### config.mk
export PLATFORM = sky130hd
export DESIGN_NAME = iir_band_energy_detector_top_flat
export DESIGN_NICKNAME = d
export VERILOG_FILES = /design/src/rtl/core/ibe_pkg.sv /design/src/rtl/core/ibe_if.sv /design/src/rtl/core/ibe_seq.sv /design/src/rtl/core/ibe_dp.sv /design/src/rtl/core/iir_band_energy_detector_top.sv /design/src/flat_wrapper.sv
export VERILOG_INCLUDE_DIRS = /design/src /design/src/rtl/core
export SDC_FILE = /design/constraint.sdc
export NUM_CORES = 2
export LEC_CHECK = 0
export ABC_CLOCK_PERIOD_IN_PS = 16200
export BUFFER_PORTS_ARGS = -buffer_cell sky130_fd_sc_hd__buf_4
export CORE_UTILIZATION = 50
export CTS_CLUSTER_SIZE = 24
export DETAILED_ROUTE_END_ITERATION = 7
export GPL_TIMING_DRIVEN = 0
export PLACE_DENSITY = 0.66
export SETUP_SLACK_MARGIN = 0.05
export SYNTH_ARGS = -nofsm -noshare
export SYNTH_HDL_FRONTEND = slang
export SYNTH_SLANG_ARGS = --single-unit
### constraint.sdc
create_clock -name clock -period 16.2 [get_ports clock]
set_input_delay 0 -clock clock [delete_from_list [all_inputs] [get_ports clock]]
set_output_delay 0 -clock clock [all_outputs]
set_load 0.01 [all_outputs]
### src/rtl/core/iir_band_energy_detector_top_defines.svh
// Assertion macros for the band energy detector.
// No dependencies; included by the files that carry assertions.
`ifndef IIR_BAND_ENERGY_DETECTOR_TOP_DEFINES_SVH
`define IIR_BAND_ENERGY_DETECTOR_TOP_DEFINES_SVH
`ifndef NO_ASSERTIONS
`define IBE_ASSERT(lbl, clk, rst, prop, msg) \
   lbl: assert property (@(posedge clk) disable iff (rst) prop) else $error(msg);
`define IBE_ASSERT_ALWAYS(lbl, clk, prop, msg) \
   lbl: assert property (@(posedge clk) prop) else $error(msg);
`else
`define IBE_ASSERT(lbl, clk, rst, prop, msg)
`define IBE_ASSERT_ALWAYS(lbl, clk, prop, msg)
`endif
`endif

### src/rtl/core/ibe_pkg.sv
// Shared types, constants and microcode for the band energy detector.
// No dependencies.
package ibe_pkg;

   localparam int FILTER_HALF_ORDER_DEF = 2;

   localparam int SAMPLE_W   = 12;
   localparam int ENERGY_W   = 40;
   localparam int COEF_W     = 16;
   localparam int Y_W        = 24;
   localparam int PROD_W     = COEF_W + Y_W;
   localparam int ACC_W      = PROD_W + 4;
   localparam int FRAC_W     = 14;
   localparam int WIN_W      = 16;
   localparam int CSR_DATA_W = 64;
   localparam int CSR_IDX_W  = 2;
   localparam int TAP_W      = 3;
   localparam int PC_W       = 4;
   localparam int UCODE_LEN  = 12;

   localparam logic [SAMPLE_W-1:0] MIDSCALE = SAMPLE_W'(2048);
   localparam logic [WIN_W-1:0] WINDOW_RESET = WIN_W'(256);

   localparam logic [CSR_IDX_W-1:0] CSR_FF_TAPS_0_3 = CSR_IDX_W'(0);
   localparam logic [CSR_IDX_W-1:0] CSR_FF_TAP_4    = CSR_IDX_W'(1);
   localparam logic [CSR_IDX_W-1:0] CSR_FB_TAPS_1_4 = CSR_IDX_W'(2);
   localparam logic [CSR_IDX_W-1:0] CSR_WINDOW_LEN  = CSR_IDX_W'(3);

   typedef enum logic [2:0] {
      OP_NOP,
      OP_MAC_FF,
      OP_MAC_FB,
      OP_ROUND,
      OP_UPDATE
   } op_type;

   typedef struct packed {
      op_type            op;
      logic [TAP_W-1:0]  tap;
      logic              jump_en;
      logic [PC_W-1:0]   jump_to;
      logic              last;
   } ucode_type;

   typedef struct packed {
      logic              mul_en;
      logic              mul_fb;
      logic              acc_first;
      logic [TAP_W-1:0]  tap;
      logic              round_en;
      logic              update_en;
   } ctrl_type;

   typedef enum logic {
      S_IDLE,
      S_RUN
   } state_type;

   // jump_en steps skip the upper taps at half order one
   localparam ucode_type UCODE [UCODE_LEN] = '{
      '{OP_MAC_FF, 3'd0, 1'b0, 4'd0, 1'b0},
      '{OP_MAC_FF, 3'd1, 1'b0, 4'd0, 1'b0},
      '{OP_MAC_FF, 3'd2, 1'b1, 4'd5, 1'b0},
      '{OP_MAC_FF, 3'd3, 1'b0, 4'd0, 1'b0},
      '{OP_MAC_FF, 3'd4, 1'b0, 4'd0, 1'b0},
      '{OP_MAC_FB, 3'd1, 1'b0, 4'd0, 1'b0},
      '{OP_MAC_FB, 3'd2, 1'b1, 4'd9, 1'b0},
      '{OP_MAC_FB, 3'd3, 1'b0, 4'd0, 1'b0},
      '{OP_MAC_FB, 3'd4, 1'b0, 4'd0, 1'b0},
      '{OP_NOP,    3'd0, 1'b0, 4'd0, 1'b0},
      '{OP_ROUND,  3'd0, 1'b0, 4'd0, 1'b0},
      '{OP_UPDATE, 3'd0, 1'b0, 4'd0, 1'b1}
   };

endpackage

### src/rtl/core/ibe_if.sv
// Stream interfaces for sample words in and band energy words out.
// Depends on ibe_pkg.
interface ibe_req_if;
   logic                          valid;
   logic                          ready;
   logic [ibe_pkg::SAMPLE_W-1:0]  sample;
   modport source (output valid, output sample, input ready);
   modport sink (input valid, input sample, output ready);
endinterface

interface ibe_rsp_if;
   logic                          valid;
   logic                          ready;
   logic [ibe_pkg::ENERGY_W-1:0]  band_energy;
   modport source (output valid, output band_energy, input ready);
   modport sink (input valid, input band_energy, output ready);
endinterface

### src/rtl/core/ibe_seq.sv
// Microcode sequencer: step counter, control ROM walk, conditional jumps.
// Depends on ibe_pkg and the assertion macro header.
`include "iir_band_energy_detector_top_defines.svh"

module ibe_seq #(
   parameter int FILTER_HALF_ORDER = ibe_pkg::FILTER_HALF_ORDER_DEF
) (
   input  logic              clock,
   input  logic              reset,
   input  logic              start,
   input  logic              stall,
   output logic              idle,
   output ibe_pkg::ctrl_type ctrl
);

   localparam logic ORDER_ONE = (FILTER_HALF_ORDER == 1);

   ibe_pkg::state_type           state_ff, state_in;
   logic [ibe_pkg::PC_W-1:0]     pc_ff, pc_in;
   ibe_pkg::ucode_type           uc;

   assign uc = ibe_pkg::UCODE[pc_ff];

   always_comb begin
      state_in = state_ff;
      unique case (state_ff)
         ibe_pkg::S_IDLE: begin
            if (start) state_in = ibe_pkg::S_RUN;
         end
         ibe_pkg::S_RUN: begin
            if (uc.last && !stall) state_in = ibe_pkg::S_IDLE;
         end
         default: state_in = ibe_pkg::S_IDLE;
      endcase
   end

   always_comb begin
      pc_in = pc_ff;
      if (state_ff == ibe_pkg::S_IDLE) begin
         pc_in = '0;
      end else if (!stall) begin
         if (uc.jump_en && ORDER_ONE) pc_in = uc.jump_to;
         else pc_in = pc_ff + ibe_pkg::PC_W'(1);
      end
   end

   always_comb begin
      idle = (state_ff == ibe_pkg::S_IDLE);
      ctrl = '0;
      ctrl.tap = uc.tap;
      if (state_ff == ibe_pkg::S_RUN) begin
         unique case (uc.op)
            ibe_pkg::OP_MAC_FF: begin
               ctrl.mul_en    = 1'b1;
               ctrl.acc_first = (uc.tap == '0);
            end
            ibe_pkg::OP_MAC_FB: begin
               ctrl.mul_en = 1'b1;
               ctrl.mul_fb = 1'b1;
            end
            ibe_pkg::OP_ROUND:  ctrl.round_en  = 1'b1;
            ibe_pkg::OP_UPDATE: ctrl.update_en = 1'b1;
            default: ;
         endcase
      end
   end

   always_ff @(posedge clock) begin
      if (reset) begin
         state_ff <= ibe_pkg::S_IDLE;
         pc_ff    <= '0;
      end else begin
         state_ff <= state_in;
         pc_ff    <= pc_in;
      end
   end

   `IBE_ASSERT(a_end_to_idle, clock, reset, (state_ff == ibe_pkg::S_RUN && uc.last && !stall) |=> (state_ff == ibe_pkg::S_IDLE), "program end did not return to idle")
   `IBE_ASSERT(a_pc_range, clock, reset, (state_ff == ibe_pkg::S_RUN) |-> (pc_ff < ibe_pkg::PC_W'(ibe_pkg::UCODE_LEN)), "step counter past program")
   `IBE_ASSERT_ALWAYS(a_stall_at_update, clock, stall |-> ctrl.update_en, "stall outside update step")

endmodule

### src/rtl/core/ibe_dp.sv
// Datapath: shared MAC, round and saturate, histories, window sum, result word.
// Depends on ibe_pkg and the assertion macro header.
`include "iir_band_energy_detector_top_defines.svh"

module ibe_dp #(
   parameter int FILTER_HALF_ORDER = ibe_pkg::FILTER_HALF_ORDER_DEF
) (
   input  logic                            clock,
   input  logic                            reset,
   input  ibe_pkg::ctrl_type               ctrl,
   input  logic                            start,
   input  logic [ibe_pkg::SAMPLE_W-1:0]    sample_in,
   input  logic [ibe_pkg::CSR_DATA_W-1:0]  ff_taps,
   input  logic [ibe_pkg::COEF_W-1:0]      ff_tap4,
   input  logic [ibe_pkg::CSR_DATA_W-1:0]  fb_taps,
   input  logic [ibe_pkg::WIN_W-1:0]       window_len,
   input  logic                            rsp_ready,
   output logic                            rsp_valid,
   output logic [ibe_pkg::ENERGY_W-1:0]    rsp_energy,
   output logic                            stall
);

   localparam int HIST_LEN   = 2 * FILTER_HALF_ORDER;
   localparam int HIST_IDX_W = (HIST_LEN > 1) ? $clog2(HIST_LEN) : 1;
   localparam int SAMPLE_W   = ibe_pkg::SAMPLE_W;
   localparam int Y_W        = ibe_pkg::Y_W;
   localparam int ACC_W      = ibe_pkg::ACC_W;
   localparam int PROD_W     = ibe_pkg::PROD_W;
   localparam int COEF_W     = ibe_pkg::COEF_W;
   localparam int ENERGY_W   = ibe_pkg::ENERGY_W;
   localparam int WIN_W      = ibe_pkg::WIN_W;
   localparam int TAP_W      = ibe_pkg::TAP_W;
   localparam int FRAC_W     = ibe_pkg::FRAC_W;
   localparam int TOP_W      = ACC_W - Y_W + 1;

   logic signed [SAMPLE_W-1:0] x_ff;
   logic signed [SAMPLE_W-1:0] ih_ff [HIST_LEN];
   logic signed [Y_W-1:0]      oh_ff [HIST_LEN];
   logic signed [PROD_W-1:0]   prod_ff, prod_in;
   logic                       pvld_ff, psub_ff, pfirst_ff;
   logic signed [ACC_W-1:0]    acc_ff, acc_in;
   logic signed [Y_W-1:0]      y_ff, y_in;
   logic [ENERGY_W-1:0]        sum_ff;
   logic [WIN_W-1:0]           count_ff;
   logic                       rsp_valid_ff;
   logic [ENERGY_W-1:0]        rsp_energy_ff;

   logic [TAP_W-1:0]           tap_m1;
   logic [HIST_IDX_W-1:0]      hidx;
   logic signed [COEF_W-1:0]   coef;
   logic signed [Y_W-1:0]      operand;
   logic signed [ACC_W-1:0]    rnd, quo;
   logic [TOP_W-1:0]           quo_top;
   logic [Y_W-1:0]             mag;
   logic [ENERGY_W:0]          sum_wide;
   logic [ENERGY_W-1:0]        sum_sat;
   logic [WIN_W:0]             count_next;
   logic [WIN_W-1:0]           win;
   logic                       emit, update;

   assign tap_m1 = ctrl.tap - TAP_W'(1);
   assign hidx   = tap_m1[HIST_IDX_W-1:0];

   always_comb begin
      coef = '0;
      if (ctrl.mul_fb) begin
         case (tap_m1[1:0])
            2'd0:    coef = fb_taps[15:0];
            2'd1:    coef = fb_taps[31:16];
            2'd2:    coef = fb_taps[47:32];
            default: coef = fb_taps[63:48];
         endcase
      end else begin
         case (ctrl.tap)
            3'd0:    coef = ff_taps[15:0];
            3'd1:    coef = ff_taps[31:16];
            3'd2:    coef = ff_taps[47:32];
            3'd3:    coef = ff_taps[63:48];
            default: coef = ff_tap4;
         endcase
      end
   end

   always_comb begin
      if (ctrl.mul_fb) operand = oh_ff[hidx];
      else if (ctrl.tap == '0) operand = Y_W'(x_ff);
      else operand = Y_W'(ih_ff[hidx]);
   end

   assign prod_in = PROD_W'(coef * operand);

   always_comb begin
      acc_in = acc_ff;
      if (pvld_ff) begin
         if (pfirst_ff) acc_in = psub_ff ? -ACC_W'(prod_ff) : ACC_W'(prod_ff);
         else if (psub_ff) acc_in = acc_ff - ACC_W'(prod_ff);
         else acc_in = acc_ff + ACC_W'(prod_ff);
      end
   end

   // round half up, then clamp to the 24-bit output range
   assign rnd     = acc_ff + ACC_W'(1 << (FRAC_W - 1));
   assign quo     = rnd >>> FRAC_W;
   assign quo_top = quo[ACC_W-1:Y_W-1];

   always_comb begin
      if (quo_top == '0 || quo_top == '1) y_in = quo[Y_W-1:0];
      else if (quo[ACC_W-1]) y_in = {1'b1, {(Y_W-1){1'b0}}};
      else y_in = {1'b0, {(Y_W-1){1'b1}}};
   end

   assign mag        = y_ff[Y_W-1] ? (~y_ff + Y_W'(1)) : y_ff;
   assign sum_wide   = {1'b0, sum_ff} + (ENERGY_W + 1)'(mag);
   assign sum_sat    = sum_wide[ENERGY_W] ? '1 : sum_wide[ENERGY_W-1:0];
   assign count_next = {1'b0, count_ff} + (WIN_W + 1)'(1);
   assign win        = (window_len == '0) ? WIN_W'(1) : window_len;
   assign emit       = (count_next >= {1'b0, win});
   assign stall      = ctrl.update_en && emit && rsp_valid_ff && !rsp_ready;
   assign update     = ctrl.update_en && !stall;

   always_ff @(posedge clock) begin
      if (start) x_ff <= sample_in - ibe_pkg::MIDSCALE;
      prod_ff   <= prod_in;
      psub_ff   <= ctrl.mul_fb;
      pfirst_ff <= ctrl.acc_first;
      acc_ff    <= acc_in;
      if (ctrl.round_en) y_ff <= y_in;
      if (update && emit) rsp_energy_ff <= sum_sat;
   end

   always_ff @(posedge clock) begin
      if (reset) begin
         pvld_ff      <= 1'b0;
         rsp_valid_ff <= 1'b0;
         sum_ff       <= '0;
         count_ff     <= '0;
         for (int i = 0; i < HIST_LEN; i++) begin
            ih_ff[i] <= '0;
            oh_ff[i] <= '0;
         end
      end else begin
         pvld_ff <= ctrl.mul_en;
         if (update && emit) rsp_valid_ff <= 1'b1;
         else if (rsp_ready) rsp_valid_ff <= 1'b0;
         if (update) begin
            if (emit) begin
               sum_ff   <= '0;
               count_ff <= '0;
               for (int i = 0; i < HIST_LEN; i++) begin
                  ih_ff[i] <= '0;
                  oh_ff[i] <= '0;
               end
            end else begin
               sum_ff   <= sum_sat;
               count_ff <= count_next[WIN_W-1:0];
               for (int i = 1; i < HIST_LEN; i++) begin
                  ih_ff[i] <= ih_ff[i-1];
                  oh_ff[i] <= oh_ff[i-1];
               end
               ih_ff[0] <= x_ff;
               oh_ff[0] <= y_ff;
            end
         end
      end
   end

   assign rsp_valid  = rsp_valid_ff;
   assign rsp_energy = rsp_energy_ff;

   `IBE_ASSERT(a_emit_sets_valid, clock, reset, (update && emit) |=> rsp_valid_ff, "window end lost its result word")
   `IBE_ASSERT(a_emit_clears_run, clock, reset, (update && emit) |=> (count_ff == '0 && sum_ff == '0), "window end did not clear the run")
   `IBE_ASSERT(a_rsp_hold, clock, reset, (rsp_valid_ff && !rsp_ready) |=> (rsp_valid_ff && $stable(rsp_energy_ff)), "held result word changed")

endmodule

### src/rtl/core/iir_band_energy_detector_top.sv
// Band energy detector top: register file, sequencer and datapath.
// Depends on ibe_pkg, ibe_if, ibe_seq and ibe_dp.
// A new sample word is taken only once the single shared MAC has stepped through the microcode
// program, and after any waits while a full result word is held.
// Reset (synchronous, active high): histories, sum and count cleared, taps zero, window 256.
module iir_band_energy_detector_top #(
   parameter int FILTER_HALF_ORDER = ibe_pkg::FILTER_HALF_ORDER_DEF
) (
   input  logic                            clock,
   input  logic                            reset,
   ibe_req_if.sink                         req,
   ibe_rsp_if.source                       rsp,
   input  logic                            csr_we,
   input  logic [ibe_pkg::CSR_IDX_W-1:0]   csr_index,
   input  logic [ibe_pkg::CSR_DATA_W-1:0]  csr_wdata
);

   logic [ibe_pkg::CSR_DATA_W-1:0] ff_taps_ff;
   logic [ibe_pkg::COEF_W-1:0]     ff_tap4_ff;
   logic [ibe_pkg::CSR_DATA_W-1:0] fb_taps_ff;
   logic [ibe_pkg::WIN_W-1:0]      window_ff;
   logic                           idle, start, stall;
   ibe_pkg::ctrl_type              ctrl;

   always_ff @(posedge clock) begin
      if (reset) begin
         ff_taps_ff <= '0;
         ff_tap4_ff <= '0;
         fb_taps_ff <= '0;
         window_ff  <= ibe_pkg::WINDOW_RESET;
      end else if (csr_we) begin
         unique case (csr_index)
            ibe_pkg::CSR_FF_TAPS_0_3: ff_taps_ff <= csr_wdata;
            ibe_pkg::CSR_FF_TAP_4:    ff_tap4_ff <= csr_wdata[ibe_pkg::COEF_W-1:0];
            ibe_pkg::CSR_FB_TAPS_1_4: fb_taps_ff <= csr_wdata;
            ibe_pkg::CSR_WINDOW_LEN:  window_ff  <= csr_wdata[ibe_pkg::WIN_W-1:0];
            default: ;
         endcase
      end
   end

   assign req.ready = idle;
   assign start     = req.valid && idle;

   ibe_seq #(
      .FILTER_HALF_ORDER (FILTER_HALF_ORDER)
   ) u_seq (
      .clock (clock),
      .reset (reset),
      .start (start),
      .stall (stall),
      .idle  (idle),
      .ctrl  (ctrl)
   );

   ibe_dp #(
      .FILTER_HALF_ORDER (FILTER_HALF_ORDER)
   ) u_dp (
      .clock      (clock),
      .reset      (reset),
      .ctrl       (ctrl),
      .start      (start),
      .sample_in  (req.sample),
      .ff_taps    (ff_taps_ff),
      .ff_tap4    (ff_tap4_ff),
      .fb_taps    (fb_taps_ff),
      .window_len (window_ff),
      .rsp_ready  (rsp.ready),
      .rsp_valid  (rsp.valid),
      .rsp_energy (rsp.band_energy),
      .stall      (stall)
   );

endmodule
### src/flat_wrapper.sv
// flat-port wrapper written by rule: the top's interface ports become plain ports
module iir_band_energy_detector_top_flat 
#(
   parameter int FILTER_HALF_ORDER = ibe_pkg::FILTER_HALF_ORDER_DEF
)
  (clock, reset, csr_we, csr_index, csr_wdata, req_valid, req_sample, req_ready, rsp_valid, rsp_band_energy, rsp_ready);
  ibe_req_if req_i ();
  ibe_rsp_if rsp_i ();
  input  logic clock;
  input  logic reset;
  input  logic csr_we;
  input  logic [ibe_pkg::CSR_IDX_W-1:0] csr_index;
  input  logic [ibe_pkg::CSR_DATA_W-1:0] csr_wdata;
  input wire logic [$bits(req_i.valid)-1:0] req_valid;
  input wire logic [$bits(req_i.sample)-1:0] req_sample;
  output wire logic [$bits(req_i.ready)-1:0] req_ready;
  output wire logic [$bits(rsp_i.valid)-1:0] rsp_valid;
  output wire logic [$bits(rsp_i.band_energy)-1:0] rsp_band_energy;
  input wire logic [$bits(rsp_i.ready)-1:0] rsp_ready;
  assign req_i.valid = req_valid;
  assign req_i.sample = req_sample;
  assign req_ready = req_i.ready;
  assign rsp_valid = rsp_i.valid;
  assign rsp_band_energy = rsp_i.band_energy;
  assign rsp_i.ready = rsp_ready;
  iir_band_energy_detector_top #(.FILTER_HALF_ORDER(FILTER_HALF_ORDER)) u_core (.clock(clock), .reset(reset), .req(req_i), .rsp(rsp_i), .csr_we(csr_we), .csr_index(csr_index), .csr_wdata(csr_wdata));
endmodule
==> results_dict.tcl <==
set metrics [dict create \
    cts_sinks 529 \
    synth_simple_gate_area_share_pct 17.93 \
    synth_edf_count 228 \
    yosys.area_share.adder_pct 24.05 \
    via_per_inst 5.730 \
    ys_seq_elements 529 \
    area_growth_pct 12.84 \
    place.gp.congestion 0.9607 \
    routedWlPerCell_um 21.46 \
    core-area_um2 81980 \
    firstDrtPassIters 6 \
    hold_buffers 82 \
    cts_resized 0 \
    met3_usage_pct 5.086 \
    synth_xor_area_share_pct 5.102 \
    vdd_drop_max_v 0.0001466 \
    timing.final.crit_share_pct 74.29 \
    pwr-share-comb_pct 47.4 \
    ys_warn_count 0 \
    clk_latency_ns 0.65 \
    cpMostUsedCell "fa_1" \
    clockBufferDepth 3 \
    hold_class "in -> reg" \
    cp_max_fo 11 \
    placement.io_buffers 123 \
    drt_iter0_drc 3097 \
    placementRows 105 \
    violations "capacitance limit" \
    die_width_um 289.7 \
    max_freq_ghz 0.08309 \
    dpl_cell_area_um2 43760 \
    dieArea_um2 83900 \
    ys_types 92 \
    max_stage_delay_ns 0.99 \
    synth_top_family_by_area "adder cells" \
    dp_hpwl_um 99430 \
    status "complete, but fails checks" \
    final.min_clock_period_ns 12.03 \
    p_per_area_nw_per_um2 128.4 \
    holdWs_ns 0.08378 \
    endpoint_kind "flop" \
    grt_most_used_layer "met2" \
    yosysSeqAreaShare_pct 31.11 \
    grtUsageTotal_pct 31.01 \
    cts_root_buf "clkbuf_16" \
    grt_util_met1_pct 42.25 \
    overflow 0 \
    tightest_slew_ns 1.467 \
    grt_pass1_vias 33680 \
    design_area_um2 46680 \
    critPathLaunchType "flop" \
    arrival_ns 12.53 \
    hold_violations 0 \
    drc_errors 0 \
    critPathRequiredTime_ns 16.70 \
    layout_setup_ws_ns 4.165 \
    async_flop_share_pct 0 \
    synth.cell_area_um2 41370 \
    setup_viol 0 \
    vias 34250 \
    grt_max_degree 83 \
    dieHeight_um 289.7 \
    start_util_pct 50.47 \
    grt_util_met2_pct 49.24 \
    final_nets 5508 \
    avgSynthCellArea_um2 9.025 \
    clkPwrFrac_pct 24.0 \
    synth_nets 5236 \
    synth.area.mux_share_pct 2.235 \
    power_frac_seq_pct 28.6 \
    worst_path_max_delay_cell "a31oi_1" \
    rsz0062_at_grt "false" \
    worst-setup-path-type "reg -> reg" \
    cts_setup_buffers 0 \
    io_pins 125 \
    synth_ff_type "dfxtp_1" \
    slew_viol_final 0 \
    tritoncts "built" \
    p_leak_nw 19.95 \
    drive_gt1_share_pct 6.725 \
    place_ws_ns 4.314 \
    internal_power_mw 3.514 \
    numCtsBuffers 59 \
    netSwitchingPower_mw 2.480 \
    cts.clk_slew.worst_paths_ns 0.06 \
    crit_family "adder cells" \
    syn_inst 4584 \
    relSlewSlack_pct 1.176 \
    antenna_found_initial 4 \
    crit_buf_inv 13 \
    grt_pass1_wl_um 197600 \
    finClkSkew_ns 0.03303 \
    cap_violations 1 \
    power.share.switching_pct 41.37 \
    routed_wl_um 128300 \
    synth_compound_area_share_pct 12.65 \
    htree_levels 2 \
    tns_ns 0 \
    final_antenna_net_count 0 \
]
## power by group through the flow
stage	combinational (mW)	clock (mW)	sequential, mW
finish	2.84	1.44	1.71
global route	3.19	1.51	1.72
global placement	2.78	0	1.74
floorplan	2.05	0	1.65
CTS	2.85	1.46	1.71
detailed placement	2.81	0	1.73
## layer usage
metal	up-vias	wire length (µm)	part of all wire, %
met5	-	0	0
met4	0	5643	4.4
met3	281	10780	8.4
met2	1428	58470	46
met1	16730	53370	42
li1	15810	-	-
## Yosys cell counts (all sizes together), types with 7 or more instances
| master | number | area (µm²) |
|---|---|---|
| xor2 | 79 | 691.9 |
| and3 | 139 | 869.6 |
| or2 | 13 | 83.83 |
| a21oi | 351 | 1757 |
| inv | 509 | 1911 |
| nor3b | 8 | 60.06 |
| dfxtp | 301 | 6026 |
| nand4 | 28 | 175.2 |
| o21a | 34 | 255.2 |
| nand3b | 10 | 75.07 |
| a211oi | 21 | 157.7 |
| o41ai | 8 | 85.08 |
| a211o | 9 | 78.83 |
| o21bai | 11 | 82.58 |
| nor2b | 54 | 345.3 |
| or4 | 11 | 86.33 |
| xnor2 | 162 | 1419 |
| and2 | 91 | 569.3 |
| o211ai | 17 | 127.6 |
| a22o | 36 | 315.3 |
| a222oi | 16 | 160.2 |
| ha | 192 | 2402 |
| nand2b | 47 | 294.0 |
| a31oi | 28 | 175.2 |
| nand3 | 61 | 310.3 |
| edfxtp | 228 | 6847 |
| mux2i | 8 | 80.08 |
| mux4 | 36 | 810.8 |
| nand2 | 794 | 2980 |
| nor3 | 38 | 201.5 |
| or3 | 20 | 150.1 |
| buf | 26 | 126.4 |
| and4 | 7 | 61.31 |
| clkbuf | 218 | 819.5 |
| o31ai | 16 | 138.9 |
| a21o | 48 | 360.4 |
| fa | 377 | 7547 |
| o21ai | 168 | 852.1 |
| nor2 | 253 | 949.7 |
| nor4 | 13 | 96.34 |
| a2111oi | 9 | 78.83 |
| a22oi | 33 | 247.7 |
## area by class of cell
| type | instances | area, µm² |
|---|---|---|
| repair buffers | 211 | 1849 |
| plain buffers | 244 | 945.9 |
| clock buffers | 72 | 1629 |
| inverters | 510 | 1919 |
| fillers | 7438 | 35300 |
| clock inverters | 40 | 473.0 |
| multi-input cells | 3301 | 25650 |
| well taps | 1070 | 1339 |
| diodes | 1 | 2.502 |
| flip-flops and latches | 529 | 12870 |
## registers in the layout, indices dropped and copies added (netlist names)
| name | cells |
|---|---|
| u_core.u_dp.pfirst_ff | 1 |
| u_core.u_dp.x_ff | 12 |
| u_core.fb_taps_ff | 64 |
| u_core.u_dp.sum_ff | 40 |
| u_core.u_dp.y_ff | 24 |
| u_core.u_dp.pvld_ff | 1 |
| u_core.u_dp.ih_ff | 48 |
| u_core.u_dp.prod_ff | 40 |
| u_core.u_dp.acc_ff | 44 |
| u_core.u_dp.oh_ff | 96 |
| u_core.ff_tap4_ff | 16 |
| u_core.u_dp.rsp_valid | 1 |
| u_core.window_ff | 16 |
| u_core.u_dp.rsp_energy | 40 |
| u_core.u_seq.state_ff | 1 |
| u_core.u_seq.pc_ff | 4 |
| u_core.u_dp.psub_ff | 1 |
| u_core.u_dp.count_ff | 16 |
| u_core.ff_taps_ff | 64 |
## per-stage QoR
stage / util [%] / power [mW] / instances
floorplan: - / 3.694 / 4584
CTS: 56.94 / 6.011 / 5977
global route: 56.94 / 6.421 / 5977
finish: 56.94 / 5.994 / 5978
global placement: 53.23 / 4.514 / 5777
detailed placement: 53.38 / 4.543 / 5783
## path summary, 6_finish.rpt
check	startpoint	end	slack [ns]	cells past startpoint
max reg2reg	u_core.u_seq.pc_ff[3]$_SDFFE_PP0N_	u_core.u_dp.prod_ff[38]$_DFF_P_	4.17	35
min reg2reg	u_core.fb_taps_ff[53]$_SDFFE_PP0P_	u_core.fb_taps_ff[53]$_SDFFE_PP0P_	0.46	2
min	req_sample[7]	u_core.u_dp.x_ff[7]$_DFFE_PP_	0.08	2
max	u_core.u_seq.pc_ff[3]$_SDFFE_PP0N_	u_core.u_dp.prod_ff[38]$_DFF_P_	4.17	35
## kinds of logic (layout without fill, tap and decap cells)
logic type                 count (synthesis)  after routing
AOI/OAI and AO/OA                        846            846
xor gates and xnor gates                 241            241
adders and majority gates                569            569
buffers and inverters                    754           1077
DFF                                      529            529
muxes                                     47             47
other                                      0              1
and+or+nand+nor                         1598           1598
## layout by cell type, fill, tap and decap left out, drive strengths merged, types with 91 or more instances in the layout
cell      n
a21oi   351
and2     91
and3    139
buf     155
clkbuf  290
dfxtp   301
edfxtp  228
fa      377
ha      192
inv     519
nand2   794
nor2    253
o21ai   168
xnor2   162
Note: power is estimated with default switching activity, not from simulation.
